==> config.mk <==
export PLATFORM = sky130hd
export DESIGN_NAME = word_machine_instruction_executor
export DESIGN_NICKNAME = d
export VERILOG_FILES = /design/src/sv/wmie_pkg.sv /design/src/sv/word_machine_instruction_executor.sv /design/src/sv/wmie_ram.sv /design/src/sv/wmie_front.sv /design/src/sv/wmie_queue.sv /design/src/sv/wmie_back.sv
export SDC_FILE = /design/constraint.sdc
export NUM_CORES = 2
export LEC_CHECK = 0
export BUFFER_PORTS_ARGS = -buffer_cell sky130_fd_sc_hd__buf_2
export CELL_PAD_IN_SITES_DETAIL_PLACEMENT = 1
export CELL_PAD_IN_SITES_GLOBAL_PLACEMENT = 1
export CORE_MARGIN = 3
export CORE_UTILIZATION = 36
export DETAILED_ROUTE_END_ITERATION = 7
export PLACE_DENSITY_LB_ADDON = 0.1
export SLEW_MARGIN = 20
export SYNTH_ARGS = -nofsm -noshare
export SYNTH_HDL_FRONTEND = slang
export SYNTH_SLANG_ARGS = --single-unit
==> constraint.sdc <==
create_clock -name clk -period 8.1 [get_ports clk]
set_input_delay 1.62 -clock clk [delete_from_list [all_inputs] [get_ports clk]]
set_output_delay 1.62 -clock clk [all_outputs]
set_load 0.01 [all_outputs]
==> src/sv/wmie_pkg.sv <==
// Shared types and constants for the word machine instruction executor.
// Used by every module of the block except wmie_ram; depends on nothing else.
package wmie_pkg;

  // Default machine geometry
  localparam int WMIE_MEM_WORDS   = 100;
  localparam int WMIE_BLOCK_WORDS = 10;

  // Depth of the queue between front and back
  localparam int QUEUE_DEPTH = 2;

  // Character codes used by the instruction decoder
  localparam logic [7:0] CH_0 = 8'd48;
  localparam logic [7:0] CH_9 = 8'd57;
  localparam logic [7:0] CH_G = 8'h47;
  localparam logic [7:0] CH_D = 8'h44;
  localparam logic [7:0] CH_P = 8'h50;
  localparam logic [7:0] CH_H = 8'h48;
  localparam logic [7:0] CH_L = 8'h4C;
  localparam logic [7:0] CH_R = 8'h52;
  localparam logic [7:0] CH_S = 8'h53;
  localparam logic [7:0] CH_C = 8'h43;
  localparam logic [7:0] CH_B = 8'h42;
  localparam logic [7:0] CH_T = 8'h54;

  // Request type codes on the input channel
  localparam logic [2:0] REQ_NEWJOB = 3'd0;
  localparam logic [2:0] REQ_PROG   = 3'd1;
  localparam logic [2:0] REQ_START  = 3'd2;
  localparam logic [2:0] REQ_STEP   = 3'd3;
  localparam logic [2:0] REQ_DATA   = 3'd4;

  // Result status codes
  typedef enum logic [2:0] {
    STS_DONE = 3'd0,
    STS_NEED = 3'd1,
    STS_OUT  = 3'd2,
    STS_HALT = 3'd3,
    STS_ERR  = 3'd4
  } status_t;

  // Command class produced by the front
  typedef enum logic [2:0] {
    CMD_NEWJOB = 3'd0,
    CMD_PROG   = 3'd1,
    CMD_START  = 3'd2,
    CMD_STEP   = 3'd3,
    CMD_DATA   = 3'd4,
    CMD_BAD    = 3'd5
  } cmd_t;

  // Machine run mode
  typedef enum logic [3:0] {
    MODE_IDLE = 4'b0001,
    MODE_RUN  = 4'b0010,
    MODE_WAIT = 4'b0100,
    MODE_STOP = 4'b1000
  } mode_t;

  // Back end sequencer states
  typedef enum logic [3:0] {
    BK_IDLE    = 4'b0001,
    BK_DECODE  = 4'b0010,
    BK_OPERAND = 4'b0100,
    BK_BURST   = 4'b1000
  } bk_state_t;

  // Input transaction payload
  typedef struct packed {
    logic [2:0]  req_type;
    logic [31:0] word;
  } req_t;

  // Output transaction payload
  typedef struct packed {
    logic [2:0]  status;
    logic [31:0] out_word;
    logic        last;
    logic [6:0]  counter_now;
  } rsp_t;

  // Queue entry between front and back
  typedef struct packed {
    cmd_t        cmd;
    logic [31:0] word;
  } q_item_t;

endpackage

==> src/sv/word_machine_instruction_executor.sv <==
// Top level of the word machine instruction executor: front, queue, back.
// Depends on wmie_pkg, wmie_front, wmie_queue, wmie_back.
//
//   channel | direction | handshake            | payload
//   req     | in        | req_valid/req_stall  | req_t  (req_type, word)
//   rsp     | out       | rsp_valid/rsp_stall  | rsp_t  (status, out_word, last, counter_now)
//
// New job, program word, start, data word and non-running steps are handled in idle.
// A running step passes through fetch and decode, plus an operand read for LR and CR;
// PD then bursts BLOCK_WORDS words from the single RAM read port, one a cycle unless stalled.
// The front accepts into a 2-entry queue while the back works or is stalled.
// Reset is synchronous and clears the word store through per-word valid bits at
// once; no clearing pass is needed. Output stall holds the result register.
module word_machine_instruction_executor import wmie_pkg::*; #(
  parameter int MEM_WORDS   = WMIE_MEM_WORDS,
  parameter int BLOCK_WORDS = WMIE_BLOCK_WORDS
) (
  input  logic clk,
  input  logic rst,
  input  logic req_valid,
  output logic req_stall,
  input  req_t req,
  output logic rsp_valid,
  input  logic rsp_stall,
  output rsp_t rsp
);

  logic    push, q_full, q_valid, q_pop;
  q_item_t push_item, q_item;

  wmie_front u_front (
    .req_valid (req_valid),
    .req_stall (req_stall),
    .req       (req),
    .push      (push),
    .item      (push_item),
    .q_full    (q_full)
  );

  wmie_queue u_queue (
    .clk       (clk),
    .rst       (rst),
    .push      (push),
    .push_item (push_item),
    .full      (q_full),
    .q_valid   (q_valid),
    .q_item    (q_item),
    .pop       (q_pop)
  );

  wmie_back #(
    .MEM_WORDS   (MEM_WORDS),
    .BLOCK_WORDS (BLOCK_WORDS)
  ) u_back (
    .clk       (clk),
    .rst       (rst),
    .q_valid   (q_valid),
    .q_item    (q_item),
    .q_pop     (q_pop),
    .rsp_valid (rsp_valid),
    .rsp_stall (rsp_stall),
    .rsp       (rsp)
  );

endmodule

==> src/sv/wmie_ram.sv <==
// Generic single-port-write, single-port-read RAM with registered read data.
// Standalone; no package dependency.
module wmie_ram #(
  parameter int WIDTH = 32,
  parameter int DEPTH = 100
) (
  input  logic                     clk,
  input  logic                     we,
  input  logic [$clog2(DEPTH)-1:0] waddr,
  input  logic [WIDTH-1:0]         wdata,
  input  logic                     re,
  input  logic [$clog2(DEPTH)-1:0] raddr,
  output logic [WIDTH-1:0]         rdata
);

  logic [WIDTH-1:0] mem [DEPTH];

  // Write port
  always_ff @(posedge clk) begin
    if (we) begin
      mem[waddr] <= wdata;
    end
  end

  // Registered read port, holds when not enabled
  always_ff @(posedge clk) begin
    if (re) begin
      rdata <= mem[raddr];
    end
  end

endmodule

==> src/sv/wmie_front.sv <==
// Front end: accepts request transactions and classifies them into commands.
// Depends on wmie_pkg; feeds wmie_queue.
module wmie_front import wmie_pkg::*; (
  input  logic    req_valid,
  output logic    req_stall,
  input  req_t    req,
  output logic    push,
  output q_item_t item,
  input  logic    q_full
);

  // Stall only on a full queue
  assign req_stall = q_full;
  assign push      = req_valid && !q_full;

  // Classify the request type
  always_comb begin
    item.word = req.word;
    case (req.req_type)
      REQ_NEWJOB: item.cmd = CMD_NEWJOB;
      REQ_PROG:   item.cmd = CMD_PROG;
      REQ_START:  item.cmd = CMD_START;
      REQ_STEP:   item.cmd = CMD_STEP;
      REQ_DATA:   item.cmd = CMD_DATA;
      default:    item.cmd = CMD_BAD;
    endcase
  end

endmodule

==> src/sv/wmie_queue.sv <==
// Short command queue between front and back end.
// Depends on wmie_pkg for the entry type and depth.
module wmie_queue import wmie_pkg::*; (
  input  logic    clk,
  input  logic    rst,
  input  logic    push,
  input  q_item_t push_item,
  output logic    full,
  output logic    q_valid,
  output q_item_t q_item,
  input  logic    pop
);

  localparam int PW = (QUEUE_DEPTH > 1) ? $clog2(QUEUE_DEPTH) : 1;
  localparam int CW = $clog2(QUEUE_DEPTH + 1);
  localparam logic [PW-1:0] LastPtr = PW'(QUEUE_DEPTH - 1);
  localparam logic [CW-1:0] FullCnt = CW'(QUEUE_DEPTH);

  q_item_t       slots [QUEUE_DEPTH];
  logic [PW-1:0] wr_ptr;
  logic [PW-1:0] rd_ptr;
  logic [CW-1:0] count;

  assign full    = (count == FullCnt);
  assign q_valid = (count != '0);
  assign q_item  = slots[rd_ptr];

  // Store entries
  always_ff @(posedge clk) begin
    if (push) begin
      slots[wr_ptr] <= push_item;
    end
  end

  // Advance pointers and count
  always_ff @(posedge clk) begin
    if (rst) begin
      wr_ptr <= '0;
      rd_ptr <= '0;
      count  <= '0;
    end else begin
      if (push) begin
        wr_ptr <= (wr_ptr == LastPtr) ? '0 : wr_ptr + PW'(1);
      end
      if (pop) begin
        rd_ptr <= (rd_ptr == LastPtr) ? '0 : rd_ptr + PW'(1);
      end
      if (push && !pop) begin
        count <= count + CW'(1);
      end else if (pop && !push) begin
        count <= count - CW'(1);
      end
    end
  end

endmodule

==> src/sv/wmie_back.sv <==
// Back end: carries out commands against the word store and machine registers.
// Depends on wmie_pkg and wmie_ram; drives the result channel.
module wmie_back import wmie_pkg::*; #(
  parameter int MEM_WORDS   = WMIE_MEM_WORDS,
  parameter int BLOCK_WORDS = WMIE_BLOCK_WORDS
) (
  input  logic    clk,
  input  logic    rst,
  input  logic    q_valid,
  input  q_item_t q_item,
  output logic    q_pop,
  output logic    rsp_valid,
  input  logic    rsp_stall,
  output rsp_t    rsp
);

  localparam int AW = $clog2(MEM_WORDS);
  localparam logic [6:0] MemLim   = 7'(MEM_WORDS);
  localparam logic [6:0] BlkWords = 7'(BLOCK_WORDS);
  localparam logic [3:0] BlkCnt   = 4'(BLOCK_WORDS);
  localparam logic [3:0] BlkLast  = 4'(BLOCK_WORDS - 1);

  // Architectural state
  bk_state_t      state, state_next;
  mode_t          mode, mode_next;
  logic [6:0]     ic, ic_next;
  logic [31:0]    gr, gr_next;
  logic           flag, flag_next;
  logic [6:0]     lp, lp_next;
  logic [3:0]     di, di_next;
  logic [6:0]     dbase, dbase_next;
  logic           oper_cr, oper_cr_next;
  logic [AW-1:0]  pd_addr, pd_addr_next;
  logic [3:0]     pd_cnt, pd_cnt_next;
  logic [MEM_WORDS-1:0] vld;
  logic           rd_vld;
  rsp_t           rsp_next;

  // Memory port signals
  logic           we, re, vld_clr;
  logic [AW-1:0]  waddr, raddr;
  logic [31:0]    wdata, rdata, rdw;
  logic [6:0]     daddr7;

  // Result staging
  logic           emit, out_free;
  status_t        e_status;
  logic [31:0]    e_word;
  logic           e_last;

  // Instruction decode from the fetched word
  logic [7:0]     c0, c1, c2, c3;
  logic [6:0]     d2, d3, addr7, base7;
  logic           digits_ok, addr_ok, block_ok;
  logic           is_gd, is_pd, is_h, is_lr, is_sr, is_cr, is_bt;

  wmie_ram #(.WIDTH(32), .DEPTH(MEM_WORDS)) u_ram (
    .clk   (clk),
    .we    (we),
    .waddr (waddr),
    .wdata (wdata),
    .re    (re),
    .raddr (raddr),
    .rdata (rdata)
  );

  // Entries never written since the last new job read as zero
  assign rdw      = rd_vld ? rdata : '0;
  assign out_free = !rsp_valid || !rsp_stall;

  // Store address of the next data word in the pending block
  assign daddr7 = dbase + {3'b000, di};

  assign c0 = rdw[31:24];
  assign c1 = rdw[23:16];
  assign c2 = rdw[15:8];
  assign c3 = rdw[7:0];
  assign d2 = {3'b000, c2[3:0]};
  assign d3 = {3'b000, c3[3:0]};
  assign digits_ok = (c2 >= CH_0) && (c2 <= CH_9) && (c3 >= CH_0) && (c3 <= CH_9);
  assign base7     = d2 * 7'd10;
  assign addr7     = base7 + d3;
  assign addr_ok   = digits_ok && (addr7 < MemLim);
  assign block_ok  = digits_ok && ((base7 + BlkWords) <= MemLim);

  assign is_gd = (c0 == CH_G) && (c1 == CH_D);
  assign is_pd = (c0 == CH_P) && (c1 == CH_D);
  assign is_h  = (c0 == CH_H);
  assign is_lr = (c0 == CH_L) && (c1 == CH_R);
  assign is_sr = (c0 == CH_S) && (c1 == CH_R);
  assign is_cr = (c0 == CH_C) && (c1 == CH_R);
  assign is_bt = (c0 == CH_B) && (c1 == CH_T);

  // Sequencer and datapath next values
  always_comb begin
    state_next   = state;
    mode_next    = mode;
    ic_next      = ic;
    gr_next      = gr;
    flag_next    = flag;
    lp_next      = lp;
    di_next      = di;
    dbase_next   = dbase;
    oper_cr_next = oper_cr;
    pd_addr_next = pd_addr;
    pd_cnt_next  = pd_cnt;
    q_pop        = 1'b0;
    we           = 1'b0;
    waddr        = '0;
    wdata        = q_item.word;
    re           = 1'b0;
    raddr        = '0;
    vld_clr      = 1'b0;
    emit         = 1'b0;
    e_status     = STS_DONE;
    e_word       = '0;
    e_last       = 1'b1;

    case (state)
      BK_IDLE: begin
        if (q_valid && out_free) begin
          q_pop = 1'b1;
          emit  = 1'b1;
          case (q_item.cmd)
            CMD_NEWJOB: begin
              vld_clr    = 1'b1;
              ic_next    = '0;
              gr_next    = '0;
              flag_next  = 1'b0;
              lp_next    = '0;
              di_next    = '0;
              dbase_next = '0;
              mode_next  = MODE_IDLE;
            end
            CMD_PROG: begin
              if (lp >= MemLim) begin
                e_status = STS_ERR;
              end else begin
                we      = 1'b1;
                waddr   = lp[AW-1:0];
                lp_next = lp + 7'd1;
              end
            end
            CMD_START: begin
              ic_next   = '0;
              mode_next = MODE_RUN;
            end
            CMD_STEP: begin
              case (mode)
                MODE_RUN: begin
                  if (ic >= MemLim) begin
                    mode_next = MODE_STOP;
                    e_status  = STS_ERR;
                  end else begin
                    // Fetch the instruction; result comes from decode
                    emit       = 1'b0;
                    re         = 1'b1;
                    raddr      = ic[AW-1:0];
                    state_next = BK_DECODE;
                  end
                end
                MODE_WAIT: e_status = STS_NEED;
                MODE_STOP: e_status = STS_HALT;
                default:   e_status = STS_ERR;
              endcase
            end
            CMD_DATA: begin
              if (mode != MODE_WAIT || di >= BlkCnt || daddr7 >= MemLim) begin
                e_status = STS_ERR;
              end else begin
                we    = 1'b1;
                waddr = daddr7[AW-1:0];
                if ((di + 4'd1) >= BlkCnt) begin
                  di_next   = '0;
                  mode_next = MODE_RUN;
                end else begin
                  di_next  = di + 4'd1;
                  e_status = STS_NEED;
                end
              end
            end
            default: e_status = STS_ERR;
          endcase
        end
      end

      BK_DECODE: begin
        ic_next    = ic + 7'd1;
        state_next = BK_IDLE;
        emit       = 1'b1;
        if (is_gd) begin
          if (!block_ok) begin
            mode_next = MODE_STOP;
            e_status  = STS_ERR;
          end else begin
            dbase_next = base7;
            di_next    = '0;
            mode_next  = MODE_WAIT;
            e_status   = STS_NEED;
          end
        end else if (is_pd) begin
          if (!block_ok) begin
            mode_next = MODE_STOP;
            e_status  = STS_ERR;
          end else begin
            emit         = 1'b0;
            re           = 1'b1;
            raddr        = base7[AW-1:0];
            pd_addr_next = base7[AW-1:0];
            pd_cnt_next  = '0;
            state_next   = BK_BURST;
          end
        end else if (is_h) begin
          mode_next = MODE_STOP;
          e_status  = STS_HALT;
        end else if (is_lr || is_sr || is_cr || is_bt) begin
          if (!addr_ok) begin
            mode_next = MODE_STOP;
            e_status  = STS_ERR;
          end else if (is_lr || is_cr) begin
            // Read the operand; result comes next cycle
            emit         = 1'b0;
            re           = 1'b1;
            raddr        = addr7[AW-1:0];
            oper_cr_next = is_cr;
            state_next   = BK_OPERAND;
          end else if (is_sr) begin
            we    = 1'b1;
            waddr = addr7[AW-1:0];
            wdata = gr;
          end else if (flag) begin
            ic_next = addr7;
          end
        end
      end

      BK_OPERAND: begin
        emit       = 1'b1;
        state_next = BK_IDLE;
        if (oper_cr) begin
          flag_next = (rdw == gr);
        end else begin
          gr_next = rdw;
        end
      end

      BK_BURST: begin
        // Emit one block word per free output slot, prefetching the next
        if (out_free) begin
          emit     = 1'b1;
          e_status = STS_OUT;
          e_word   = rdw;
          e_last   = (pd_cnt == BlkLast);
          if (pd_cnt == BlkLast) begin
            state_next = BK_IDLE;
          end else begin
            pd_cnt_next  = pd_cnt + 4'd1;
            pd_addr_next = pd_addr + AW'(1);
            re           = 1'b1;
            raddr        = pd_addr + AW'(1);
          end
        end
      end

      default: state_next = BK_IDLE;
    endcase

    rsp_next.status      = e_status;
    rsp_next.out_word    = e_word;
    rsp_next.last        = e_last;
    rsp_next.counter_now = ic_next;
  end

  // Control and machine registers
  always_ff @(posedge clk) begin
    if (rst) begin
      state     <= BK_IDLE;
      mode      <= MODE_IDLE;
      ic        <= '0;
      gr        <= '0;
      flag      <= 1'b0;
      lp        <= '0;
      di        <= '0;
      dbase     <= '0;
      rsp_valid <= 1'b0;
    end else begin
      state <= state_next;
      mode  <= mode_next;
      ic    <= ic_next;
      gr    <= gr_next;
      flag  <= flag_next;
      lp    <= lp_next;
      di    <= di_next;
      dbase <= dbase_next;
      if (emit) begin
        rsp_valid <= 1'b1;
      end else if (!rsp_stall) begin
        rsp_valid <= 1'b0;
      end
    end
  end

  // Word valid bits: clear all at once, set on write
  always_ff @(posedge clk) begin
    if (rst || vld_clr) begin
      vld <= '0;
    end else if (we) begin
      vld[waddr] <= 1'b1;
    end
  end

  // Payload registers
  always_ff @(posedge clk) begin
    oper_cr <= oper_cr_next;
    pd_addr <= pd_addr_next;
    pd_cnt  <= pd_cnt_next;
    if (re) begin
      rd_vld <= vld[raddr];
    end
    if (emit) begin
      rsp <= rsp_next;
    end
  end

endmodule

# Word level (Yosys, flattened, before mapping)
# Memories as Yosys holds them, arrays and structs flattened. A register that Yosys moved wholly into a read port is not among the register bits.
# Index checks and enable logic that the tools add are counted.
# classes
add_sub_neg	12
n_mux	183
multipliers	1
n_bitwise	4
n_eq_ne	54
n_reduce_logical	48
magnitude_cmp	14
# op_table
cell	count
$mux W32	12
$mux W7	42
$mux W4	33
$or A100 B100 Y100	1
$pmux W7 S2	6
$eq A8 B7 Y1 const B	10
$pmux W32 S2	1
$mux W1	56
$mux W3	12
$eq A32 B32 Y1	1
$pmux W4 S2	4
$add A7 B1 Y7 const B	3
$ge A7 B7 Y1 const B	3
$pmux W7 S3	1
$pmux W3 S3	2
$reduce_and A6 Y1	3
$ge A8 B6 Y1 const B	2
$le A8 B6 Y1 const B	2
$logic_and A1 B1 Y1	16
$lt A7 B8 Y1 const B	2
$ne A2 B1 Y1 const B	8
$ne A2 B2 Y1 const B	8
$pmux W4 S4	1
$pmux W3 S5	1
44 further kinds	86
# totals
memories	2
mem_bits_rw	3270
inputBits	39
elab_cells	339
register_bits	227
output_inout_bits	45
# memory_table
name	words	word_bits	read_ports	rd_clocked_by_memory_dff	wr	line_no	source
u_back.u_ram.mem	100	32	1	1	1	wmie_ram.sv:16	logic [WIDTH-1:0] mem [DEPTH];
u_queue.slots	2	35	1	1	1	wmie_queue.sv:19	q_item_t slots [QUEUE_DEPTH];

# Longest topological paths before layout
# depth
word_depth	17
ltp_mapped	26
depth_no_buf	15

# By module
# Synthesis repeated with hierarchy kept, for this count alone.
# hier_totals
cells_unflattened	6883
hier_area_um2	138301.4
# modules_own_cells
mod	area_each_um2	cells_each	n_inst
wmie_ram	123150.6	5217	1
wmie_back	12134.1	1498	1
wmie_queue	2745.1	131	1
wmie_front	271.5	37	1

# Worst setup path after synthesis
# OpenSTA, ideal clock, no wires.
# synth_path
path_type	flip-flop to flip-flop
startpoint	register u_back.rd_vld
endpoint	memory u_back.u_ram.mem[0][10], data pin
slack_ns	0.645
stages_incl_launch_ff	21
setup_time_ns	0.742
n_path_buf	11
arrival_ns	6.713
cell_sequence	edfxtp_1 -> buf_2 -> buf_4 -> clkbuf_1 -> clkbuf_1 -> clkbuf_1 -> clkbuf_1 -> and2_1 -> ha_1 -> ha_1 -> clkbuf_1 -> nor3_1 -> o221ai_2 -> buf_4 -> buf_2 -> nand2b_1 -> nand2b_1 -> clkbuf_1 -> clkbuf_1 -> nor2_1 -> a21oi_1
# synth_via
elab_chain_len	12
word_cells_on_any_way	40
cone_classes	add/sub: 1; mul: 1; order compare: 5; eq/ne: 10; mux: 9; reduce/logical: 14
# synth_rtl
element	line_no	source
from (decl)	wmie_back.sv:36	logic rd_vld;
from (signal assigned)	wmie_back.sv:318	rd_vld <= vld[raddr];
$mux W32 *	wmie_back.sv:68	assign rdw = rd_vld ? rdata : '0;
branches (longest 9 deep; another with $add A7 B4 Y7)	-	
$mux W32 *	wmie_back.sv:191	if (is_gd) begin
$mux W32 *	wmie_back.sv:119	case (state)
via u_back.u_ram.wdata[10]	wmie_ram.sv:10	input logic [WIDTH-1:0] wdata,
to (decl)	wmie_ram.sv:16	
# Mark *: on every way through the listed nets, which the timed path passes.

# Final worst setup path
# layout_path
startpoint	register u_back.u_ram.rdata[10] (read register of u_back.u_ram.mem)
endpoint	register u_back.u_ram.rdata[9] (read register of u_back.u_ram.mem), data pin
# layout_via
elab_chain_len	12
word_cells_on_any_way	28
cone_classes	add/sub: 2; mul: 1; order compare: 4; mux: 16; reduce/logical: 5
# layout_rtl
element	line_no	source
from (decl)	wmie_ram.sv:13	output logic [WIDTH-1:0] rdata
$mux W32 *	wmie_back.sv:68	
branches (longest 11 deep; another with $add A7 B4 Y7)	-	
# Every way passes the cells marked *.
# A chain may end at the register's enable or synchronous reset.

==> results_dict.tcl <==
set metrics [dict create \
    cpMaxStageDelayCell "a211oi_4" \
    firstDrtPassIters 6 \
    crit_path_end_kind "flop" \
    grt_pass1_wl_um 804000 \
    maxCapViolCount 0 \
    ys_seq_elements 3529 \
    cts_sinks 3529 \
    synth_top_family_by_area "simple AND/OR/NAND/NOR gates" \
    clockBufferDepth 4 \
    avgViaCountPerCell 5.82 \
    cts_tree "yes" \
    leakage_nw 57.4 \
    route.detailed.wl_per_inst_um 34.9 \
    min_period_ns 8.01 \
    syn_nets 10900 \
    grt_usage_pct 28.2 \
    grt_pass1_vias 96300 \
    avgSynthCellArea_sq_um 13.2 \
    hold_ws_ns 0.461 \
    synth_simple_gate_area_share_pct 15.4 \
    fmax_ghz 0.125 \
    arrival_ns 8.73 \
    rsz0062_at_grt "no" \
    muxShareOfSynthArea_pct 3.39 \
    die_h_um 636 \
    fp-row-count 230 \
    cts.htree.levels 5 \
    place_area_sq_um 154000 \
    cts_setup_buffers 0 \
    pwr_density_cell_nw_per_um2 263 \
    finalHoldViolations 0 \
    dr_total_vias 97500 \
    start_util_pct 36.3 \
    fillCellCount 40200 \
    skew_ns 0.0602 \
    status "finished clean" \
    slew_headroom_pct 8.64 \
    pin_count 84 \
    cpMostUsedCell "buf_4" \
    ir_worst_vdd_uv 253 \
    numCtsBuffers 392 \
    antenna_left 0 \
    crit_path_start_kind "flop" \
    postLayoutCellArea_sq_um 166000 \
    clk_pin_slew_ns 0.06 \
    synthXorXnorAreaFrac_pct 0.264 \
    die_area_sq_um 404000 \
    gr-total-overflow 0 \
    synth_flop_cell "edfxtp_1" \
    hpwl_um 354000 \
    path_class "flop to flop" \
    netlist_area_sq_um 143000 \
    drive_gt1_share_pct 12.9 \
    synth.distinct_cells 108 \
    slowest_delay_ns 1.03 \
    async_flop_share_pct 0 \
    core_sq_um 394000 \
    drc 0 \
    synth_compound_area_share_pct 5.12 \
    setup-violations-final 0 \
    areaGrowthSynthToFinish_pct 16.6 \
    ys_warn_count 0 \
    crit_chain "xor2_1 -> nand2_1 -> inv_1 -> ha_1 -> and4_4 -> nor3_2 -> a2bb2oi_1 -> o221ai_2 -> buf_4 -> a211oi_4 -> buf_12 -> buf_4 -> mux2i_1 -> a21oi_1 -> o211ai_1 -> o311ai_0 -> nor4_2" \
    nets 11300 \
    grt_max_degree 111 \
    insertion_delay_ns 1.04 \
    wl_um 585000 \
    synth_edf_count 3358 \
    final_common_cell "edfxtp_1" \
    ys_seq_area_share_pct 73.0 \
    drt-initial-drc-count 11500 \
    crit_fanout 21 \
    io_buffers 83 \
    slew_violations 0 \
    period_share_pct 98.8 \
    antenna_found_initial 51 \
    worstMarginPinSlew_ns 1.36 \
    gp_congestion 0.881 \
    cts-root-buf "clkbuf_16" \
    layout_common_cells "edfxtp_1, nand2_1, nand3_1" \
    die_x_um 636 \
    synthCells 10900 \
    worstPathRequired_ns 8.82 \
    hold_class "flop to flop" \
    synthAdderAreaFrac_pct 0.181 \
]
[registers in the layout, summed over array words and instances (netlist names), 2 cells and up, named ones only]
register,count
u_back.u_ram.mem,3200
u_back.vld,100
u_queue.slots,70
u_back.rsp,43
u_back.gr,32
u_back.u_ram.rdata,32
u_back.ic,7
u_back.lp,7
u_back.pd_addr,7
u_back.dbase,6
u_back.di,4
u_back.mode,4
u_back.pd_cnt,4
u_back.state,4
u_queue.count,2
[through the flow]
stage	worst slack [ns]	TNS, ns	cells	power (W)	utilization (%)
global placement	-0.600	-1.24	16000	0.0260	39.0
global route	0.120	0	16800	0.0449	42.3
detailed placement	0.0730	0	16000	0.0262	39.0
floorplan	0.645	0	10900	0.0240	-
finish	0.0939	0	16800	0.0437	42.3
CTS	0.0501	0	16700	0.0440	42.2
[Yosys cell counts, types with 29 or more instances]
cell type	number	area share (%)
nor4_1	31	0.14
clkbuf_1	155	0.41
mux2i_1	417	2.9
edfxtp_1	3358	71
a21oi_1	302	1.1
o21a_1	107	0.56
a31oi_1	101	0.44
and3_1	181	0.79
buf_4	98	0.52
nor3_1	59	0.21
nand4_1	68	0.30
a22oi_1	38	0.20
dfxtp_1	171	2.4
buf_2	396	1.4
o21ai_0	135	0.47
nor2_1	290	0.76
a311oi_1	49	0.30
nand3_1	1484	5.2
a32oi_1	49	0.30
inv_1	30	0.079
nand2_1	2745	7.2
buf_1	29	0.076
a211oi_1	65	0.34
[cell type report]
type | instances | area, sq um | area share (%)
Sequential cell | 3529 | 104000 | 62.6
Multi-Input combinational cell | 6598 | 36400 | 21.9
Clock buffer | 506 | 10500 | 6.31
Tap cell | 5220 | 6530 | 3.92
Timing Repair Buffer | 654 | 6410 | 3.85
Clock inverter | 214 | 2230 | 1.34
Inverter | 30 | 113 | 0.0677
Antenna cell | 11 | 27.5 | 0.0165
[final timing paths]
kind                                                  startpoint                               to  slack (ns)  depth (start not counted)
worst min-delay path                 u_back.vld[73]$_SDFFE_PP0P_      u_back.vld[73]$_SDFFE_PP0P_        0.46                          1
worst max register to register  u_back.u_ram.rdata[10]$_DFFE_PP_  u_back.u_ram.rdata[9]$_DFFE_PP_        0.09                         17
worst min register to register       u_back.vld[73]$_SDFFE_PP0P_      u_back.vld[73]$_SDFFE_PP0P_        0.46                          1
worst max-delay path            u_back.u_ram.rdata[10]$_DFFE_PP_  u_back.u_ram.rdata[9]$_DFFE_PP_        0.09                         17
[critical path: cells and delay by family, from the launching register on]
kind	cells	cell delay [ns]
flops	1	0.93
fa+ha+maj	1	0.29
mux	1	0.50
xor+xnor	1	0.19
compound gates	6	3.06
buf+inv	4	1.07
simple gates	4	1.60
[where the power goes]
group          leakage (nW)  internal, W  switching [W]
combinational          19.6     0.000540        0.00326
clock                  6.19       0.0103        0.00764
sequential             31.6       0.0219      0.0000630
total                  57.4       0.0327         0.0110
[cells by family after synthesis]
logic type | after synthesis
AOI/OAI and AO/OA | 1077
xor gates and xnor gates | 43
adders and majority gates | 20
buffers and inverters | 726
DFF | 3529
muxes | 449
and+or+nand+nor | 5009
[routing by layer]
layer,GRT usage [%],wire (um)
met5,0,133
met1,39.0,249000
met2,45.1,271000
met4,9.55,22100
met3,4.57,42800
[timing repair]
action,in CTS,in global routing
resized for setup,0,1
setup endpoints to repair,0,1
hold buffers,0,0
Power figures use the tool's default switching activity.
